`config.mk`:
```
export PLATFORM = sky130hd
export DESIGN_NAME = tape_audio_pulse_recovery
export DESIGN_NICKNAME = d
export VERILOG_FILES = /design/src/rtl/core/tapr_pkg.sv /design/src/rtl/core/tapr_ctrl.sv /design/src/rtl/core/tapr_dp.sv /design/src/rtl/core/tape_audio_pulse_recovery.sv
export SDC_FILE = /design/constraint.sdc
export NUM_CORES = 1
export LEC_CHECK = 0
export BUFFER_PORTS_ARGS = -buffer_cell sky130_fd_sc_hd__buf_2
export CAP_MARGIN = 20
export CELL_PAD_IN_SITES_DETAIL_PLACEMENT = 0
export CELL_PAD_IN_SITES_GLOBAL_PLACEMENT = 1
export CORE_UTILIZATION = 32
export DETAILED_ROUTE_END_ITERATION = 12
export PLACE_DENSITY = 0.6
export RECOVER_POWER = 25
export SLEW_MARGIN = 10
export SYNTH_ARGS = -nofsm -noshare
export SYNTH_HDL_FRONTEND = slang
export SYNTH_SLANG_ARGS = --single-unit
```
`constraint.sdc`:
```
create_clock -name clock -period 4.78 [get_ports clock]
set_clock_uncertainty 0.1 [all_clocks]
set_input_delay 0.239 -clock clock [delete_from_list [all_inputs] [get_ports clock]]
set_output_delay 0.239 -clock clock [all_outputs]
set_load 0.1 [all_outputs]
```
`src/rtl/core/tapr_pkg.sv`:
```
`timescale 1ns / 1ps

package tapr_pkg;

   // Register map
   localparam int THR_BITS       = 15;
   localparam int RATE_BITS      = 18;
   localparam int CSR_IDX_BITS   = 1;
   localparam int CSR_DATA_BITS  = 18;

   localparam logic [CSR_IDX_BITS-1:0] REG_THRESHOLD = 1'd0;
   localparam logic [CSR_IDX_BITS-1:0] REG_RATE_HZ   = 1'd1;

   localparam logic [THR_BITS-1:0]  THRESHOLD_RESET = 15'd2048;
   localparam logic [RATE_BITS-1:0] RATE_HZ_RESET   = 18'd44100;

   // Tape tick clock, 3.5 MHz
   localparam int TICK_BITS = 22;
   localparam logic [TICK_BITS-1:0] TICK_HZ = 22'd3500000;

   // Result fields
   localparam int KIND_BITS = 2;
   localparam int DUR_BITS  = 41;

   localparam logic [KIND_BITS-1:0] KIND_SILENCE = 2'd0;
   localparam logic [KIND_BITS-1:0] KIND_POS     = 2'd1;
   localparam logic [KIND_BITS-1:0] KIND_NEG     = 2'd2;

   // Controller to datapath
   typedef struct packed {
      logic accept;     // take the sample on the input channel
      logic mul_step;   // one shift-add step of count * tick rate
      logic div_step;   // one restoring division step
      logic step_clr;   // restart the step counter
      logic out_load;   // move the finished pulse into the output register
   } dp_cmd_type;

   // Datapath to controller
   typedef struct packed {
      logic emit;       // current input sample ends a pulse
      logic mul_last;   // last multiply step in progress
      logic div_last;   // last divide step in progress
      logic out_free;   // output register can take a new pulse
   } dp_status_type;

endpackage

```
`src/rtl/core/tapr_ctrl.sv`:
```
`timescale 1ns / 1ps

module tapr_ctrl (
   input  logic                    clock,
   input  logic                    reset,
   input  logic                    req_tvalid,
   output logic                    req_tready,
   input  tapr_pkg::dp_status_type status,
   output tapr_pkg::dp_cmd_type    cmd
);
   import tapr_pkg::*;

   typedef enum logic [3:0] {
      S_IDLE = 4'b0001,
      S_MUL  = 4'b0010,
      S_DIV  = 4'b0100,
      S_DONE = 4'b1000
   } ctrl_state_type;

   ctrl_state_type state_ff, state_in;

   always_comb begin
      state_in   = state_ff;
      cmd        = '0;
      req_tready = 1'b0;
      case (state_ff)
         S_IDLE: begin
            req_tready = 1'b1;
            cmd.accept = req_tvalid;
            if (req_tvalid && status.emit) begin
               cmd.step_clr = 1'b1;
               state_in     = S_MUL;
            end
         end
         S_MUL: begin
            cmd.mul_step = 1'b1;
            if (status.mul_last) begin
               cmd.step_clr = 1'b1;
               state_in     = S_DIV;
            end
         end
         S_DIV: begin
            cmd.div_step = 1'b1;
            if (status.div_last) begin
               state_in = S_DONE;
            end
         end
         S_DONE: begin
            // wait for the output register to drain
            if (status.out_free) begin
               cmd.out_load = 1'b1;
               state_in     = S_IDLE;
            end
         end
         default: begin
            state_in = S_IDLE;
         end
      endcase
   end

   always_ff @(posedge clock) begin
      if (reset) begin
         state_ff <= S_IDLE;
      end else begin
         state_ff <= state_in;
      end
   end

endmodule

```
`src/rtl/core/tapr_dp.sv`:
```
`timescale 1ns / 1ps

module tapr_dp #(
   parameter int SAMPLE_BITS = 16,
   parameter int COUNT_BITS  = 32
) (
   input  logic                                  clock,
   input  logic                                  reset,
   input  logic                                  csr_we,
   input  logic [tapr_pkg::CSR_IDX_BITS-1:0]     csr_index,
   input  logic [tapr_pkg::CSR_DATA_BITS-1:0]    csr_wdata,
   input  logic signed [SAMPLE_BITS-1:0]         sample,
   input  tapr_pkg::dp_cmd_type                  cmd,
   output tapr_pkg::dp_status_type               status,
   input  logic                                  rsp_tready,
   output logic                                  rsp_valid,
   output logic [tapr_pkg::KIND_BITS-1:0]        rsp_kind,
   output logic [tapr_pkg::DUR_BITS-1:0]         rsp_duration
);
   import tapr_pkg::*;

   localparam int PROD_W    = COUNT_BITS + TICK_BITS;
   localparam int STEP_BITS = $clog2(PROD_W);
   localparam int CMP_W     = (SAMPLE_BITS > THR_BITS + 1) ? SAMPLE_BITS : THR_BITS + 1;
   localparam int WIDE_W    = (PROD_W > DUR_BITS + 1) ? PROD_W : DUR_BITS + 1;

   typedef enum logic [4:0] {
      P_START = 5'b00001,
      P_PRISE = 5'b00010,
      P_PFALL = 5'b00100,
      P_NFALL = 5'b01000,
      P_NRISE = 5'b10000
   } phase_type;

   // configuration
   logic [THR_BITS-1:0]  threshold_ff;
   logic [RATE_BITS-1:0] rate_ff;

   always_ff @(posedge clock) begin
      if (reset) begin
         threshold_ff <= THRESHOLD_RESET;
         rate_ff      <= RATE_HZ_RESET;
      end else if (csr_we) begin
         case (csr_index)
            REG_THRESHOLD: threshold_ff <= csr_wdata[THR_BITS-1:0];
            REG_RATE_HZ:   rate_ff      <= csr_wdata[RATE_BITS-1:0];
            default:       ;
         endcase
      end
   end

   // half-wave tracker
   phase_type              phase_ff, phase_in;
   logic [COUNT_BITS-1:0]  count_ff, count_inc;
   logic signed [CMP_W-1:0] s_w, hi_w, lo_w;
   logic                   emit;
   logic [KIND_BITS-1:0]   kind;

   assign s_w       = CMP_W'(sample);
   assign hi_w      = signed'(CMP_W'(threshold_ff));
   assign lo_w      = -hi_w;
   assign count_inc = (count_ff == '1) ? count_ff : count_ff + 1'b1;

   always_comb begin
      phase_in = phase_ff;
      emit     = 1'b0;
      kind     = KIND_SILENCE;
      case (phase_ff)
         P_PRISE: begin
            if (s_w > hi_w) phase_in = P_PFALL;
         end
         P_PFALL: begin
            if (s_w < 0) begin
               phase_in = (s_w < lo_w) ? P_NRISE : P_NFALL;
               emit     = 1'b1;
               kind     = KIND_POS;
            end
         end
         P_NFALL: begin
            if (s_w < lo_w) phase_in = P_NRISE;
         end
         P_NRISE: begin
            if (s_w > 0) begin
               phase_in = (s_w > hi_w) ? P_PFALL : P_PRISE;
               emit     = 1'b1;
               kind     = KIND_NEG;
            end
         end
         default: begin
            // start phase: wait for the first peak, leading silence if late
            if (s_w > hi_w || s_w < lo_w) begin
               phase_in = (s_w > hi_w) ? P_PFALL : P_NRISE;
               emit     = (count_inc > COUNT_BITS'(2));
            end
         end
      endcase
   end

   // duration unit: serial multiply by the tick rate, then restoring divide
   logic [COUNT_BITS-1:0] mcand_ff;
   logic [TICK_BITS-1:0]  tick_sr_ff;
   logic [PROD_W-1:0]     acc_ff, acc_in;
   logic [RATE_BITS-1:0]  rem_ff, rem_in;
   logic [RATE_BITS:0]    rem_sh;
   logic                  q_bit;
   logic [STEP_BITS-1:0]  step_ff;
   logic [KIND_BITS-1:0]  kind_ff;

   assign rem_sh = {rem_ff, acc_ff[PROD_W-1]};
   assign q_bit  = (rem_sh >= {1'b0, rate_ff});

   always_comb begin
      acc_in = acc_ff;
      rem_in = rem_ff;
      if (cmd.mul_step) begin
         acc_in = {acc_ff[PROD_W-2:0], 1'b0}
                + (tick_sr_ff[TICK_BITS-1] ? PROD_W'(mcand_ff) : '0);
      end else if (cmd.div_step) begin
         acc_in = {acc_ff[PROD_W-2:0], q_bit};
         rem_in = q_bit ? RATE_BITS'(rem_sh - {1'b0, rate_ff}) : rem_sh[RATE_BITS-1:0];
      end
   end

   always_ff @(posedge clock) begin
      if (reset) begin
         phase_ff <= P_START;
         count_ff <= '0;
      end else if (cmd.accept) begin
         phase_ff <= phase_in;
         count_ff <= emit ? '0 : count_inc;
      end
   end

   always_ff @(posedge clock) begin
      if (cmd.step_clr) begin
         step_ff <= '0;
      end else if (cmd.mul_step || cmd.div_step) begin
         step_ff <= step_ff + 1'b1;
      end
      if (cmd.accept && emit) begin
         mcand_ff   <= count_inc;
         kind_ff    <= kind;
         tick_sr_ff <= TICK_HZ;
         acc_ff     <= '0;
         rem_ff     <= '0;
      end else begin
         if (cmd.mul_step) tick_sr_ff <= {tick_sr_ff[TICK_BITS-2:0], 1'b0};
         acc_ff <= acc_in;
         rem_ff <= rem_in;
      end
   end

   // output register
   logic [WIDE_W-1:0]   quo_w;
   logic [DUR_BITS-1:0] dur_sat;
   logic                rsp_valid_ff;
   logic [KIND_BITS-1:0] rsp_kind_ff;
   logic [DUR_BITS-1:0] rsp_dur_ff;

   assign quo_w   = WIDE_W'(acc_ff);
   assign dur_sat = (rate_ff == '0 || (|quo_w[WIDE_W-1:DUR_BITS])) ? '1
                  : quo_w[DUR_BITS-1:0];

   always_ff @(posedge clock) begin
      if (reset) begin
         rsp_valid_ff <= 1'b0;
      end else if (cmd.out_load) begin
         rsp_valid_ff <= 1'b1;
      end else if (rsp_tready) begin
         rsp_valid_ff <= 1'b0;
      end
   end

   always_ff @(posedge clock) begin
      if (cmd.out_load) begin
         rsp_kind_ff <= kind_ff;
         rsp_dur_ff  <= dur_sat;
      end
   end

   assign status.emit     = emit;
   assign status.mul_last = (step_ff == STEP_BITS'(TICK_BITS - 1));
   assign status.div_last = (step_ff == STEP_BITS'(PROD_W - 1));
   assign status.out_free = !rsp_valid_ff || rsp_tready;

   assign rsp_valid    = rsp_valid_ff;
   assign rsp_kind     = rsp_kind_ff;
   assign rsp_duration = rsp_dur_ff;

endmodule

```
`src/rtl/core/tape_audio_pulse_recovery.sv`:
```
`timescale 1ns / 1ps

// Tape audio pulse recovery: half-wave detector with hysteresis.
// Input channel req_*: one signed audio sample per item. Result channel
// rsp_*: at most one pulse item per sample, kind in tuser, duration in
// 3.5 MHz ticks in tdata. Config port csr_*: index 0 threshold, index 1
// sample rate in Hz; the user must see that it is written only while the
// block is idle, as the block does not enforce it. A sample that ends no
// pulse is taken with req_tready high. A sample that ends a pulse is taken,
// then req_tready stays low for TICK_BITS (22) shift-add multiply steps,
// COUNT_BITS + 22 restoring divide steps and the load into the output
// register, and the next sample is taken only after that load. The serial
// multiply and divide over the count * 3500000 product hold the input. The
// pulse then sits in the output register while new samples are taken.
// If the output register is still full when the next pulse finishes, the
// block holds in its done state with req_tready low until rsp_tready.
// Reset (synchronous, active high) puts the tracker in its start phase,
// clears the sample count, empties the output register and restores the
// threshold to 2048 and rate to 44100.

module tape_audio_pulse_recovery #(
   parameter int SAMPLE_BITS = 16,
   parameter int COUNT_BITS  = 32
) (
   input  logic                                   clock,
   input  logic                                   reset,
   // sample in
   input  logic                                   req_tvalid,
   output logic                                   req_tready,
   input  logic [((SAMPLE_BITS+7)/8)*8-1:0]       req_tdata,  // [SAMPLE_BITS-1:0] sample
   // pulse out
   output logic                                   rsp_tvalid,
   input  logic                                   rsp_tready,
   output logic [47:0]                            rsp_tdata,  // [40:0] duration
   output logic [tapr_pkg::KIND_BITS-1:0]         rsp_tuser,  // [1:0] pulse_kind
   // config
   input  logic                                   csr_we,
   input  logic [tapr_pkg::CSR_IDX_BITS-1:0]      csr_index,
   input  logic [tapr_pkg::CSR_DATA_BITS-1:0]     csr_wdata
);
   import tapr_pkg::*;

   dp_cmd_type             cmd;
   dp_status_type          status;
   logic [DUR_BITS-1:0]    duration;
   logic signed [SAMPLE_BITS-1:0] sample;

   assign sample = signed'(req_tdata[SAMPLE_BITS-1:0]);

   tapr_ctrl u_ctrl (
      .clock      (clock),
      .reset      (reset),
      .req_tvalid (req_tvalid),
      .req_tready (req_tready),
      .status     (status),
      .cmd        (cmd)
   );

   tapr_dp #(
      .SAMPLE_BITS (SAMPLE_BITS),
      .COUNT_BITS  (COUNT_BITS)
   ) u_dp (
      .clock        (clock),
      .reset        (reset),
      .csr_we       (csr_we),
      .csr_index    (csr_index),
      .csr_wdata    (csr_wdata),
      .sample       (sample),
      .cmd          (cmd),
      .status       (status),
      .rsp_tready   (rsp_tready),
      .rsp_valid    (rsp_tvalid),
      .rsp_kind     (rsp_tuser),
      .rsp_duration (duration)
   );

   // zero fill to whole bytes
   assign rsp_tdata = {{(48 - DUR_BITS){1'b0}}, duration};

   // a pulse-ending sample stalls the input while the duration is computed
   a_busy_after_emit: assert property (@(posedge clock) disable iff (reset)
      (req_tvalid && req_tready && status.emit) |=> !req_tready)
      else $error("input taken while duration unit busy");

   // output register only fills from a finished computation
   a_rsp_from_load: assert property (@(posedge clock) disable iff (reset)
      $rose(rsp_tvalid) |-> $past(cmd.out_load))
      else $error("result appeared without a load");

   // only the three pulse kinds leave the block
   a_kind_legal: assert property (@(posedge clock) disable iff (reset)
      rsp_tvalid |-> (rsp_tuser == KIND_SILENCE || rsp_tuser == KIND_POS
                      || rsp_tuser == KIND_NEG))
      else $error("illegal pulse kind");

   // a load never overwrites a result that is still waiting
   a_no_overwrite: assert property (@(posedge clock) disable iff (reset)
      cmd.out_load |-> (!rsp_tvalid || rsp_tready))
      else $error("pending result overwritten");

endmodule

```
# Yosys cells after proc, flatten, opt, wreduce, memory -nomap -nowiden
# Index checks and enable logic that the tools add are counted.
[classes]
n_reduce_logical = 18
bitwise = 2
order_cmp = 6
n_eq_ne = 19
muxes = 38
n_addsub = 5
[ops]
columns = ["operator", "n"]
rows = [
  ["2-to-1 mux 54 bit", 2],
  ["2-to-1 mux 32 bit", 3],
  ["adder 54 bit", 1],
  ["2-to-1 mux 5 bit", 7],
  ["adder 32 x 1 -> 32 bit (second input constant)", 1],
  ["== test 32 bit (second input constant)", 1],
  ["greater-than comparator 32 x 2 -> 1 bit (second input constant)", 1],
  ["case mux 5 bit (4 select lines)", 1],
  [">= comparator 19 x 18 -> 1 bit", 1],
  ["zero test 18 bit", 1],
  ["2-to-1 mux 18 bit", 1],
  ["subtractor 18 bit", 1],
  ["greater-than comparator 16 x 1 -> 1 bit (second input constant)", 1],
  ["greater-than comparator 16 bit", 1],
  ["less-than comparator 16 x 1 -> 1 bit (second input constant)", 1],
  ["less-than comparator 16 bit", 1],
  ["2-to-1 mux 4 bit", 4],
  ["negation 15 -> 16 bit", 1],
  ["case mux 4 bit (4 select lines)", 1],
  ["2-to-1 mux 1 bit", 14],
  ["OR reduction 13 bit", 1],
  ["inequality test 2 x 1 -> 1 bit (second input constant)", 5],
  ["adder 6 x 1 -> 6 bit (second input constant)", 1],
  ["== test 6 x 5 -> 1 bit (second input constant)", 1],
  ["other kinds (25)", 35],
]
[totals]
input_bits = 40
register_bits = 247
word_cells = 102

# Longest topological paths before layout
# Gate-level depths: netlist (run 1).
[logic_depth]
depth_word = 8
depth_mapped = 22
ltp_nobuf = 20

# Hierarchy
# A second synthesis (run 1) with hierarchy kept.
[unflattened]
hier_cells = 1744
hier_area_um2 = 15155.8
[by_module_without_submodules]
columns = ["module", "instances", "area_per_inst_um2", "cells_per_inst", "seq_area_each_um2"]
rows = [
  ["tapr_dp", 1, 14836.7, 1707, 5635.4],
  ["tapr_ctrl", 1, 262.8, 29, 80.1],
  ["tape_audio_pulse_recovery", 1, 56.3, 8, 0.0],
]

# Least setup slack after synthesis (run 1)
# No wires, ideal clock.
[synth_timing]
kind = "reg-to-reg"
from = "register u_ctrl.state_ff[3]"
to = "register u_dp.kind_ff[0], enable pin"
slack_ns = -1.905
t_arrival_ns = 6.174
stages_incl_launch_ff = 7
required_ns = 4.268
path_cell_list = "dfxtp_1 -> nor4b_1 -> nand2_1 -> or2_1 -> buf_4 -> inv_2 -> clkbuf_1"
[synth_via]
elab_chain_cells = 3
[synth_rtl]
columns = ["item", "line_no", "rtl"]
rows = [
  ["from (decl)", "tapr_ctrl.sv:20", "ctrl_state_type state_ff, state_in;"],
  ["from (signal assigned)", "tapr_ctrl.sv:65", "state_ff <= state_in;"],
  ["== test 4 x 1 -> 1 bit", "tapr_ctrl.sv:26", "case (state_ff)"],
  ["2-to-1 mux 1 bit", "tapr_ctrl.sv:26", ""],
  ["logical AND 1 bit", "tapr_dp.sv:140", "if (cmd.accept && emit) begin"],
  ["to (signal assigned)", "tapr_dp.sv:142", "kind_ff <= kind;"],
  ["to (decl)", "tapr_dp.sv:107", "logic [KIND_BITS-1:0] kind_ff;"],
]
# Every way passes these cells.
# A chain may end at the register's enable or synchronous reset.

# Worst setup path in the final report (run 1)
[layout_timing]
from = "register u_dp.threshold_ff[3]"
to = "register u_dp.mcand_ff[11], enable pin"
[layout_via]
elab_chain_cells = 6
[layout_rtl]
columns = ["item", "line_no", "rtl"]
rows = [
  ["from (decl)", "tapr_dp.sv:36", "logic [THR_BITS-1:0] threshold_ff;"],
  ["from (signal assigned)", "tapr_dp.sv:45", "REG_THRESHOLD: threshold_ff <= csr_wdata[THR_BITS-1:0];"],
  ["negation 15 -> 16 bit", "tapr_dp.sv:61", "assign lo_w = -hi_w;"],
  ["less-than comparator 16 bit", "tapr_dp.sv:91", "if (s_w > hi_w || s_w < lo_w) begin"],
  ["logical OR 1 bit *", "tapr_dp.sv:91", ""],
  ["2-to-1 mux 1 bit *", "tapr_dp.sv:91", ""],
  ["case mux 1 bit (3 select lines) *", "tapr_dp.sv:68", "case (phase_ff)"],
  ["logical AND 1 bit *", "tapr_dp.sv:140", ""],
  ["to (signal assigned)", "tapr_dp.sv:141", "mcand_ff <= count_inc;"],
  ["to (decl)", "tapr_dp.sv:100", "logic [COUNT_BITS-1:0] mcand_ff;"],
]
# Mark *: on every way between the ends. The rest lies on a longest branch, timed or not.

==> impl_results.md, run 1 <==
- Worst Path Max Fanout: 55
- Tcrit/Tclk final: 89.6%
- Final #Nets: 1916
- Initial antenna violation count: 0
- Num CTS Buffers: 30
- Number of clock sinks: 247
- Slew @ Worst Pin: 2.29 ns
- Worst Path Buf+Inv: 3
- Violated checks: max-capacitance violations, max-slew violations
- Initial core utilization: 32.7%
- Count of warnings emitted by yosys: 0
- Peak supply drop: 0.307 mV
- Setup bufs post-CTS: 0
- First-pass GRT wire length: 65500 um
- Final Hold Fails: 0
- Final setup viols: 0
- Die Y: 216 um
- FILL cells: 4650
- IO Pins: 92
- Period minus WS final: 4.28 ns
- Worst Setup End Kind: flop
- Detailed Routing Iterations Pass 1: 5
- Post-synth EDFFs: 77
- Routed via count: 12477
- CP peak stage delay: 0.37 ns
- DP Cell Count: 2330
- Global route overflow: 0
- Share of layout cells above drive strength 1: 7.71%
- Fin Setup TNS: 0 ns
- Worst EP required: 4.92 ns
- Flops & latches, synth: 247
- Syn Inst Count: 1716
- DIE AREA: 46600 sq um
- Pin count of the biggest net entering global routing: 111
- Leak: 6.34 nW
- Drc violations: 0
- CP cell instances: inv_1 > nand4_1 > nor2_1 > nand2_1 > nor4_1 > nand3_1 > nor3_1 > xnor2_1 > ha_1 > nand3_1 > nor3_1 > o2111ai_1 > a21oi_1 > a311oi_1 > o21ai_0 > o21ai_1 > or2_1 > inv_4 > buf_16
- Kind of critical path: flop to flop
- Worst skew pair latency: 0.57 ns
- DR vias/cell: 5.18
- Core Area: 44700 sq um
- Post-Route WL: 40500 um
- Met3 Resource Use GR: 2.35%
- Synth Flop Type: dfxtp_1
- Main area contributors after synthesis: dfxtp_1 (23%), edfxtp_1 (16%), ha_1 (7.1%), nand2_1 (6.4%), xnor2_1 (3.8%)
- Max Fclk: 234 MHz
- Register area share after synthesis: 39.1%
- Clock transition at the registers of the reported paths: 0.06 ns
- H-tree Lvls: 1
- Cell Area, Synth: 14600 sq um
- Crit path max-delay family: simple AND/OR/NAND/NOR gates
- Slowest CP cell: nor4_1
- Wire length per cell: 16.8 um
- RSZ-0062 raised after global routing: no
- Starting DRC count in detailed routing: 766
- PortBufs: 84
- Outcome: finished, violations left
- Antenna-violating nets left: 0
- Post-synth top area share: 23.3%
- Mean Syn Cell Area: 8.53 sq um
- Slew headroom: -52.7%
- CP startpoint kind: flop
- Met2 Resource Use GR: 26.0%
- Bufs on Longest Clock Path: 3
- ANT cells: 0
- Count of pins over their slew limit: 73
- DP Wirelength: 28800 um
- Synth cell types: 75
- Std-Cell Rows: 77
- Gr usage total: 17.2%
- Crit path arrival time: 4.42 ns
- Layout area overhead: 15.2%
- CTS tree: built
- Root Driver: clkbuf_16
- Placer Congestion: 0.853
- Post-synth top area cell: dfxtp_1
- Power per cell area: 508 nW/um^2
- Fin cells: 2407
- Total of max-cap violations: 2
- Async SR Flop Fraction: 0%
- Chip Width: 216 um
- HP Class: input pin to flop
- M1 GR Usage: 25.3%
- Number of global-route vias before repair: 12022
- Busiest grt layer: met2
## cell usage after synthesis (7+ instances only)
cell type and n:
and3_1 28, o211ai_1 17, nor2_1 123, o31a_1 7
mux2i_1 16, o21a_1 8, or4_1 7, a2111oi_0 12
nand3b_1 10, o22ai_1 8, ha_1 83, o21ai_0 65
nor3_1 34, dfxtp_1 170, nand2_1 250, and4_1 8
xor2_1 29, buf_4 9, inv_1 75, nand4_1 26
buf_2 10, nor4_1 21, edfxtp_1 77, nand2b_1 58
a21oi_1 105, a31oi_1 20, a211oi_1 46, a21o_1 29
a221oi_1 8, clkbuf_1 75, a311oi_1 18, or3_1 13
or2_2 8, a32o_1 16, nor2b_1 7, xnor2_1 64
and2_1 37, nand3_1 42
## path summary, 6_finish.rpt
kind                                            from                 to  slack, ns  cells past startpoint
worst min register to register       u_dp.kind_ff[0]   u_dp.rsp_kind[0]       0.33                      0
worst max-delay path            u_dp.threshold_ff[3]  u_dp.mcand_ff[11]       0.50                     19
worst min-delay path                           reset   u_dp.phase_ff[3]       0.12                      3
worst max register to register  u_dp.threshold_ff[3]  u_dp.mcand_ff[11]       0.50                     19
## stage by stage
| step | util [%] | hold slack, ns | instance area (sq um) | power (mW) | setup WS, ns |
|---|---|---|---|---|---|
| 6_report | 37.7 | 0.123 | 16900 | 8.56 | 0.499 |
| 5_1_grt | 37.7 | 0.155 | 16900 | 9.24 | 0.0947 |
| 4_1_cts | 37.8 | 0.0829 | 16900 | 8.65 | 0.316 |
| 3_5_place_dp | 35.1 | 0.316 | 15700 | 6.25 | 0.331 |
| 3_3_place_gp | 35.1 | 0.323 | 15700 | 6.23 | 0.406 |
| 2_1_floorplan | - | 0.257 | 14700 | 5.46 | 0.578 |
## power by group
part | switching (mW) | internal (mW)
clock network | 0.929 | 1.41
logic | 1.85 | 1.39
registers | 0.369 | 2.62
total | 3.15 | 5.42
## kinds of logic (layout without fill, tap and decap cells)
family,Yosys count,in the layout,share of synthesized area (%)
other,1,7,0.0256
AND/OR/NAND/NOR,693,693,23.4
AO/OA/AOI/OAI,406,406,18.7
adder cells (fa/ha/maj),85,85,7.37
XOR/XNOR,93,93,5.57
buffers and inverters,175,268,4.80
flip-flops,247,247,39.1
multiplexers,16,16,1.09
## sequential cells by signal (all words and copies together) (netlist names)
| register | flops |
|---|---|
| u_dp.rem_ff | 18 |
| u_dp.count_ff | 32 |
| u_dp.rsp_duration | 41 |
| u_dp.step_ff | 6 |
| u_dp.kind_ff | 2 |
| u_dp.threshold_ff | 15 |
| u_dp.phase_ff | 5 |
| u_dp.rsp_valid | 1 |
| u_dp.mcand_ff | 32 |
| u_dp.rate_ff | 18 |
| u_ctrl.state_ff | 4 |
| u_dp.acc_ff | 54 |
| u_dp.tick_sr_ff | 17 |
| u_dp.rsp_kind | 2 |
## layout make-up
| cell class | count | area [sq um] | share of cell area [%] |
|---|---|---|---|
| clock inverters | 21 | 211 | 1.25 |
| multi-input cells | 1300 | 8280 | 49.1 |
| clock buffers | 35 | 801 | 4.75 |
| well taps | 592 | 741 | 4.39 |
| repair buffers | 135 | 826 | 4.90 |
| inverters | 77 | 292 | 1.73 |
| flip-flops and latches | 247 | 5720 | 33.9 |
## metal layers
layer / part of all wire, % / vias to the layer above / routed length [um]
li1: - / 6352 / -
met1: 52 / 5850 / 21000
met2: 42 / 209 / 17000
met3: 3.8 / 66 / 1550
met4: 2.5 / 0 / 1010
met5: 0 / - / 0
## timing repair
item,4_1_cts,5_1_grt
endpoints found under the hold margin,35,0
hold buffers,20,0
resized for setup,0,1
endpoints found under the setup margin,0,35
## tightest hold or removal path, delay by kind of cell
kind | cells | cell delay [ns]
buf+inv | 2 | 0.35
simple gates | 1 | 0.15
## cell usage in the layout, fill, tap and decap left out, types with 8 or more instances in the layout
cell and instances:
o22ai_1 8, and3_1 28, o21a_1 8, nand2b_1 58, nand4_1 26, and2_1 34, nand3b_1 10, nand3_1 42
ha_1 83, clkbuf_1 51, dfxtp_1 170, buf_2 38, edfxtp_1 77, a31oi_1 20, or2_2 8, xor2_1 29
a311oi_1 18, xnor2_1 64, a211oi_1 46, and4_1 8, inv_1 75, nor4_1 20, nor2_1 122, a32o_1 16
o211ai_1 17, buf_4 27, or3_1 13, dlygate4sd3_1 20, a21o_1 29, o21ai_0 65, nand2_1 250, a221oi_1 8
mux2i_1 16, a21oi_1 105, nor3_1 34, clkbuf_16 32, a2111oi_0 12
No activity file was read; power rests on OpenSTA's default activity.
==> run 2, diff against run 1 <==
--- a/config.mk
+++ b/config.mk
@@ -5,13 +5,11 @@
 export SDC_FILE = /design/constraint.sdc
 export NUM_CORES = 1
 export LEC_CHECK = 0
-export BUFFER_PORTS_ARGS = -buffer_cell sky130_fd_sc_hd__buf_2
+export BUFFER_PORTS_ARGS = -buffer_cell sky130_fd_sc_hd__clkbuf_2
 export CAP_MARGIN = 20
-export CELL_PAD_IN_SITES_DETAIL_PLACEMENT = 0
-export CELL_PAD_IN_SITES_GLOBAL_PLACEMENT = 1
 export CORE_UTILIZATION = 32
 export DETAILED_ROUTE_END_ITERATION = 12
-export PLACE_DENSITY = 0.6
+export PLACE_DENSITY_LB_ADDON = 0.12
 export RECOVER_POWER = 25
 export SLEW_MARGIN = 10
 export SYNTH_ARGS = -nofsm -noshare
==> run 2 against run 1 <==
The run still ends with max-capacitance violations, max-slew violations left. Routed wire length shrank 0.82%. Critical path depth fell by 1. Sequential share of layout area is essentially flat. Clock power hardly changed. Die area is the same. First-iteration DRC count fell by 8.1%. Maximum frequency fell by 1.0%. Sequential power about the same. Power fell by 0.26%. Critical endpoint is now u_dp.mcand_ff[25]. Largest cell class unchanged. Largest power group unchanged.
==> impl_results.md, run 2 (synthesis results as in run 1) <==
- Outcome: finished, violations left
- Violated checks: max-capacitance violations, max-slew violations
- Routed via count: 12435
- Slew headroom: -70.6%
- Number of global-route vias before repair: 11909
- Pin count of the biggest net entering global routing: 54
- Global route overflow: 0
- HP Class: input pin to flop
- CP cell instances: inv_1 > nand4_1 > nor2_1 > nand2_1 > nor3_1 > nand2_1 > nor2_1 > xnor2_1 > ha_1 > a21o_1 > a2111oi_1 > o211a_1 > a311oi_1 > o21ai_1 > o21ai_1 > or2_1 > inv_6 > buf_8
- Post-Route WL: 40200 um
- ANT cells: 0
- Placer Congestion: 0.853
- Worst Path Max Fanout: 37
- Starting DRC count in detailed routing: 704
- Layout area overhead: 15.4%
- Peak supply drop: 0.229 mV
- Reg2Reg Setup Slack: 0.45 ns
- Slowest CP cell: a2111oi_1
- Die Y: 216 um
- PortBufs: 84
- First-pass GRT wire length: 64900 um
- Tcrit/Tclk final: 90.5%
- Setup bufs post-CTS: 0
- Root Driver: clkbuf_16
- CP Capture Point: u_dp.mcand_ff[25]
- Worst skew pair latency: 0.57 ns
- Initial core utilization: 32.7%
- Max Fclk: 231 MHz
- Bufs on Longest Clock Path: 3
- Worst EP required: 4.92 ns
- Period minus WS final: 4.33 ns
- Count of pins over their slew limit: 93
- H-tree Lvls: 1
- Reg2reg end: u_dp.mcand_ff[25]
- CP peak stage delay: 0.43 ns
- Core Area: 44700 sq um
- Gr usage total: 17.1%
- Wire length per cell: 16.7 um
- Pwr Total: 8.54 mW
- Leak: 6.38 nW
- Slew @ Worst Pin: 2.56 ns
- Final #Nets: 1920
- Std-Cell Rows: 77
- CP startpoint kind: flop
- RR Startpoint: u_dp.threshold_ff[3]
- CTS tree: built
- DR vias/cell: 5.17
- Biggest register: u_dp.acc_ff
- Clock transition at the registers of the reported paths: 0.06 ns
- Crit path arrival time: 4.47 ns
- Share of layout cells above drive strength 1: 8.21%
- FILL cells: 4595
- IO Pins: 92
- Hold Path Cell Cnt: 3
- Power per cell area: 506 nW/um^2
- Final Hold Fails: 0
- Crit path max-delay family: compound AO/OA/AOI/OAI gates
- Final setup viols: 0
- Total of max-cap violations: 2
- Worst Path Buf+Inv: 3
- Fin Setup TNS: 0 ns
- Crit path from: u_dp.threshold_ff[3]
- Chip Width: 216 um
- Stages on the worst setup path: 18
- Detailed Routing Iterations Pass 1: 5
- Drc violations: 0
- DP Wirelength: 28600 um
- Max reg flops: 54
- DIE AREA: 46600 sq um
- Number of clock sinks: 247
- Antenna-violating nets left: 0
- Num CTS Buffers: 29
- Initial antenna violation count: 0
- FF-to-FF path depth: 18
- RSZ-0062 raised after global routing: no
- Kind of critical path: flop to flop
- Worst Setup End Kind: flop
- Commonest non-fill, non-tap cells in the layout: nand2_1 (250), dfxtp_1 (170), nor2_1 (122), a21oi_1 (105), ha_1 (83)
- Leading cell type in the layout, fill and taps excluded: nand2_1
[run 2: final cells by class]
cell class,instances,area [sq um],area share (%)
clock buffers,36,803,4.76
clock inverters,15,195,1.16
inverters,77,294,1.74
multi-input cells,1300,8290,49.1
flip-flops and latches,247,5720,33.8
well taps,592,741,4.39
repair buffers,140,852,5.05
[run 2: worst register-to-register path: stages (launching register included)]
cell       delay, ns
dfxtp_1         0.31
inv_1           0.15
nand4_1         0.14
nor2_1          0.14
nand2_1         0.11
nor3_1          0.24
nand2_1         0.14
nor2_1          0.14
xnor2_1         0.14
ha_1            0.26
a21o_1          0.18
a2111oi_1       0.43
o211a_1         0.24
a311oi_1        0.11
o21ai_1         0.23
o21ai_1         0.11
or2_1           0.28
inv_6           0.24
buf_8           0.30
[run 2: where the power goes]
group / total, mW / internal [mW] / switching, mW
Clock: 2.34 / 1.40 / 0.931
Combinational: 3.21 / 1.38 / 1.83
Sequential: 2.99 / 2.62 / 0.369
Total: 8.54 / 5.41 / 3.13
[run 2: routing by layer]
metal	wire length, um	share of wire, %	global-route usage, %
met1	20400	51	24.8
met2	17200	43	26.2
met3	1640	4.1	2.18
met4	900	2.2	4.89
met5	0	0	0
[run 2: metrics by stage]
| stage | hold WS (ns) | worst slack [ns] | std cells | util (%) | area, sq um |
|---|---|---|---|---|---|
| global placement | 0.308 | 0.209 | 2336 | 35.2 | 15700 |
| global route | 0.0559 | 0.0554 | 2407 | 37.8 | 16900 |
| detailed placement | 0.322 | 0.0870 | 2336 | 35.2 | 15700 |
| finish | 0.0535 | 0.455 | 2407 | 37.8 | 16900 |
| CTS | 0.0613 | 0.0512 | 2406 | 37.9 | 16900 |
| floorplan | 0.257 | 0.578 | 1722 | - | 14700 |
[run 2: repair_timing]
| item | 4_1_cts | 5_1_grt |
|---|---|---|
| hold buffers | 19 | 0 |
| resized for setup | 0 | 6 |
| endpoints found under the setup margin | 0 | 99 |
| endpoints found under the hold margin | 34 | 0 |
[run 2: worst min path at each step]
stage                       endpoint  slack, ns            start
2_1_floorplan  u_dp.threshold_ff[11]       0.26    csr_wdata[11]
4_1_cts               u_dp.rsp_valid       0.06       rsp_tready
6_report              u_dp.rsp_valid       0.05       rsp_tready
5_1_grt               u_dp.rsp_valid       0.06       rsp_tready
3_3_place_gp        u_dp.rsp_kind[0]       0.31  u_dp.kind_ff[0]
3_5_place_dp        u_dp.rsp_kind[0]       0.32  u_dp.kind_ff[0]
==> run 3, diff against run 2 <==
==> constraint.sdc (replaced) <==
create_clock -name clock -period 4.97 [get_ports clock]
set_clock_uncertainty 0.1 [all_clocks]
set_input_delay 0.2485 -clock clock [delete_from_list [all_inputs] [get_ports clock]]
set_output_delay 0.2485 -clock clock [all_outputs]
set_load 0.1 [all_outputs]
==> run 3 against run 2 <==
The run still ends with max-capacitance violations, max-slew violations left. Die area unchanged. Core utilization up 0.062 points. Clock-buffer cell count down 1. Maximum frequency down 1.0%. Clock power up 2%. Sequential share of layout area down 0.055 points. Worst setup slack better by 0.14 ns. Via count about the same. Power down 2.3%. Critical path depth up 1. Register-to-register slack better by 0.14 ns. Largest cell class unchanged.
==> impl_results.md, run 3 (synthesis results as in run 1) <==
- Outcome: finished, violations left
- Violated checks: max-capacitance violations, max-slew violations
- DP Cell Count: 2329
- Final Hold Fails: 0
- Placer Congestion: 0.857
- Final #Nets: 1914
- ANT cells: 0
- Num CTS Buffers: 29
- Pwr Total: 8.35 mW
- First-pass GRT wire length: 65100 um
- CP cell instances: inv_1 > nand4_1 > nor2_1 > nand2_1 > nor3_1 > nand2_1 > nor4_1 > xnor2_1 > ha_1 > nand3_1 > nor3_1 > o2111ai_1 > a21oi_1 > a311oi_1 > o21ai_0 > o21ai_1 > or2_1 > inv_4 > buf_6
- Slew @ Worst Pin: 2.62 ns
- Final setup viols: 0
- CP peak stage delay: 0.32 ns
- Fin Setup TNS: 0 ns
- Total of max-cap violations: 1
- Max Fclk: 229 MHz
- DIE AREA: 46600 sq um
- Sw frac: 36.2%
- Biggest register: u_dp.acc_ff
- HP Class: input pin to flop
- Min-delay src: reset
- Seq pwr share: 34.5%
- Clock power frac: 28.7%
- Worst EP required: 5.11 ns
- Root Driver: clkbuf_16
- H-tree Lvls: 1
- Worst skew pair latency: 0.57 ns
- Leading cell type in the layout, fill and taps excluded: nand2_1
- IO Pins: 92
- Layout area overhead: 15.6%
- Slowest CP cell: buf_6
- Pin count of the biggest net entering global routing: 73
- Drc violations: 0
- Placed cell area: 15700 sq um
- Routed via count: 12436
- Max reg flops: 54
- Antenna-violating nets left: 0
- Crit path from: u_dp.threshold_ff[3]
- Reg2Reg Setup Slack: 0.60 ns
- Leak: 6.39 nW
- Die Y: 216 um
- Hold WS: 0.111 ns
- DR vias/cell: 5.17
- Worst Path Max Fanout: 39
- Worst Path Buf+Inv: 3
- FILL cells: 4635
- Starting DRC count in detailed routing: 870
- Wire length per cell: 16.8 um
- FF-to-FF path depth: 19
- CP startpoint kind: flop
- Slew headroom: -74.5%
- Commonest non-fill, non-tap cells in the layout: nand2_1 (250), dfxtp_1 (170), nor2_1 (122), a21oi_1 (105), ha_1 (83)
- Gate power share: 36.9%
- Number of clock sinks: 247
- Post-Route WL: 40300 um
- Reg2reg end: u_dp.mcand_ff[25]
- Final non-filler cell area: 16900 sq um
- Number of global-route vias before repair: 11781
- RR Startpoint: u_dp.threshold_ff[3]
- RSZ-0062 raised after global routing: no
- Peak supply drop: 0.262 mV
- Stages on the worst setup path: 19
- Share of layout cells above drive strength 1: 8.22%
- CP Capture Point: u_dp.mcand_ff[25]
- Worst Setup End Kind: flop
- Setup bufs post-CTS: 0
- PortBufs: 84
- Count of pins over their slew limit: 44
- Power per cell area: 493 nW/um^2
- Global route overflow: 0
- Tcrit/Tclk final: 87.9%
- Bufs on Longest Clock Path: 3
- Std-Cell Rows: 77
- Crit path max-delay family: simple AND/OR/NAND/NOR gates
- Detailed Routing Iterations Pass 1: 5
- Gr usage total: 17.1%
- Internal: 5.33 mW
- CTS tree: built
- Clock transition at the registers of the reported paths: 0.06 ns
- Core Area: 44700 sq um
- Switching power: 3.02 mW
- Initial antenna violation count: 0
- Chip Width: 216 um
- Kind of critical path: flop to flop
- DP Wirelength: 28600 um
- Crit path arrival time: 4.51 ns
- Fin cells: 2404
- Initial core utilization: 32.7%
- Period minus WS final: 4.37 ns
==> run 3: worst min path at each step <==
stage / endpoint / cells past startpoint
floorplan: u_dp.threshold_ff[11] / 1
global placement: u_dp.rsp_kind[1] / 0
detailed placement: u_dp.rsp_kind[1] / 0
CTS: u_dp.threshold_ff[9] / 4
global route: u_dp.phase_ff[3] / 3
finish: u_dp.phase_ff[3] / 3
==> run 3: stage by stage <==
stage	util [%]	worst slack, ns
final	37.8	0.600
after global routing	37.8	0.0420
after CTS	37.9	0.431
after detailed placement	35.1	0.469
after global placement	35.1	0.603
after floorplan	-	0.0645
==> run 3: repair_timing <==
action                                  4_1_cts  5_1_grt
hold buffers                                 20        0
resized for setup                             0        2
endpoints found under the hold margin        35        0
endpoints found under the setup margin        0       44
==> run 3: final cells by class <==
type | count | area [sq um] | area share (%)
multi-input combinational | 1300 | 8280 | 49.0
sequential | 247 | 5720 | 33.8
clock buffer | 35 | 810 | 4.79
timing repair buffer | 134 | 806 | 4.76
tap | 592 | 741 | 4.38
inverter | 77 | 292 | 1.72
clock inverter | 19 | 269 | 1.59
==> run 3: power by group through the flow <==
| stage | clock [mW] | combinational (mW) | sequential [mW] |
|---|---|---|---|
| finish | 2.39 | 3.08 | 2.88 |
| global route | 2.54 | 3.51 | 2.93 |
| CTS | 2.47 | 3.10 | 2.88 |
| detailed placement | 0 | 3.07 | 2.92 |
| global placement | 0 | 3.06 | 2.91 |
| floorplan | 0 | 2.46 | 2.79 |
==> run 3: metal layers <==
| layer | global-route usage (%) | routed length [um] | vias to the layer above | share of wire, % |
|---|---|---|---|---|
| li1 | - | - | 6335 | - |
| met1 | 25.1 | 20600 | 5794 | 51 |
| met2 | 26.2 | 17200 | 247 | 43 |
| met3 | 2.03 | 1580 | 60 | 3.9 |
| met4 | 4.89 | 907 | 0 | 2.3 |
| met5 | 0 | 0 | - | 0 |
==> run 3: worst register-to-register path: stages (launching register included) <==
cell and delay (ns):
dfxtp_1 0.31, inv_1 0.14, nand4_1 0.13, nor2_1 0.14, nand2_1 0.10, nor3_1 0.25, nand2_1 0.14, nor4_1 0.27
xnor2_1 0.12, ha_1 0.31, nand3_1 0.07, nor3_1 0.21, o2111ai_1 0.23, a21oi_1 0.25, a311oi_1 0.09, o21ai_0 0.31
o21ai_1 0.13, or2_1 0.27, inv_4 0.12, buf_6 0.32
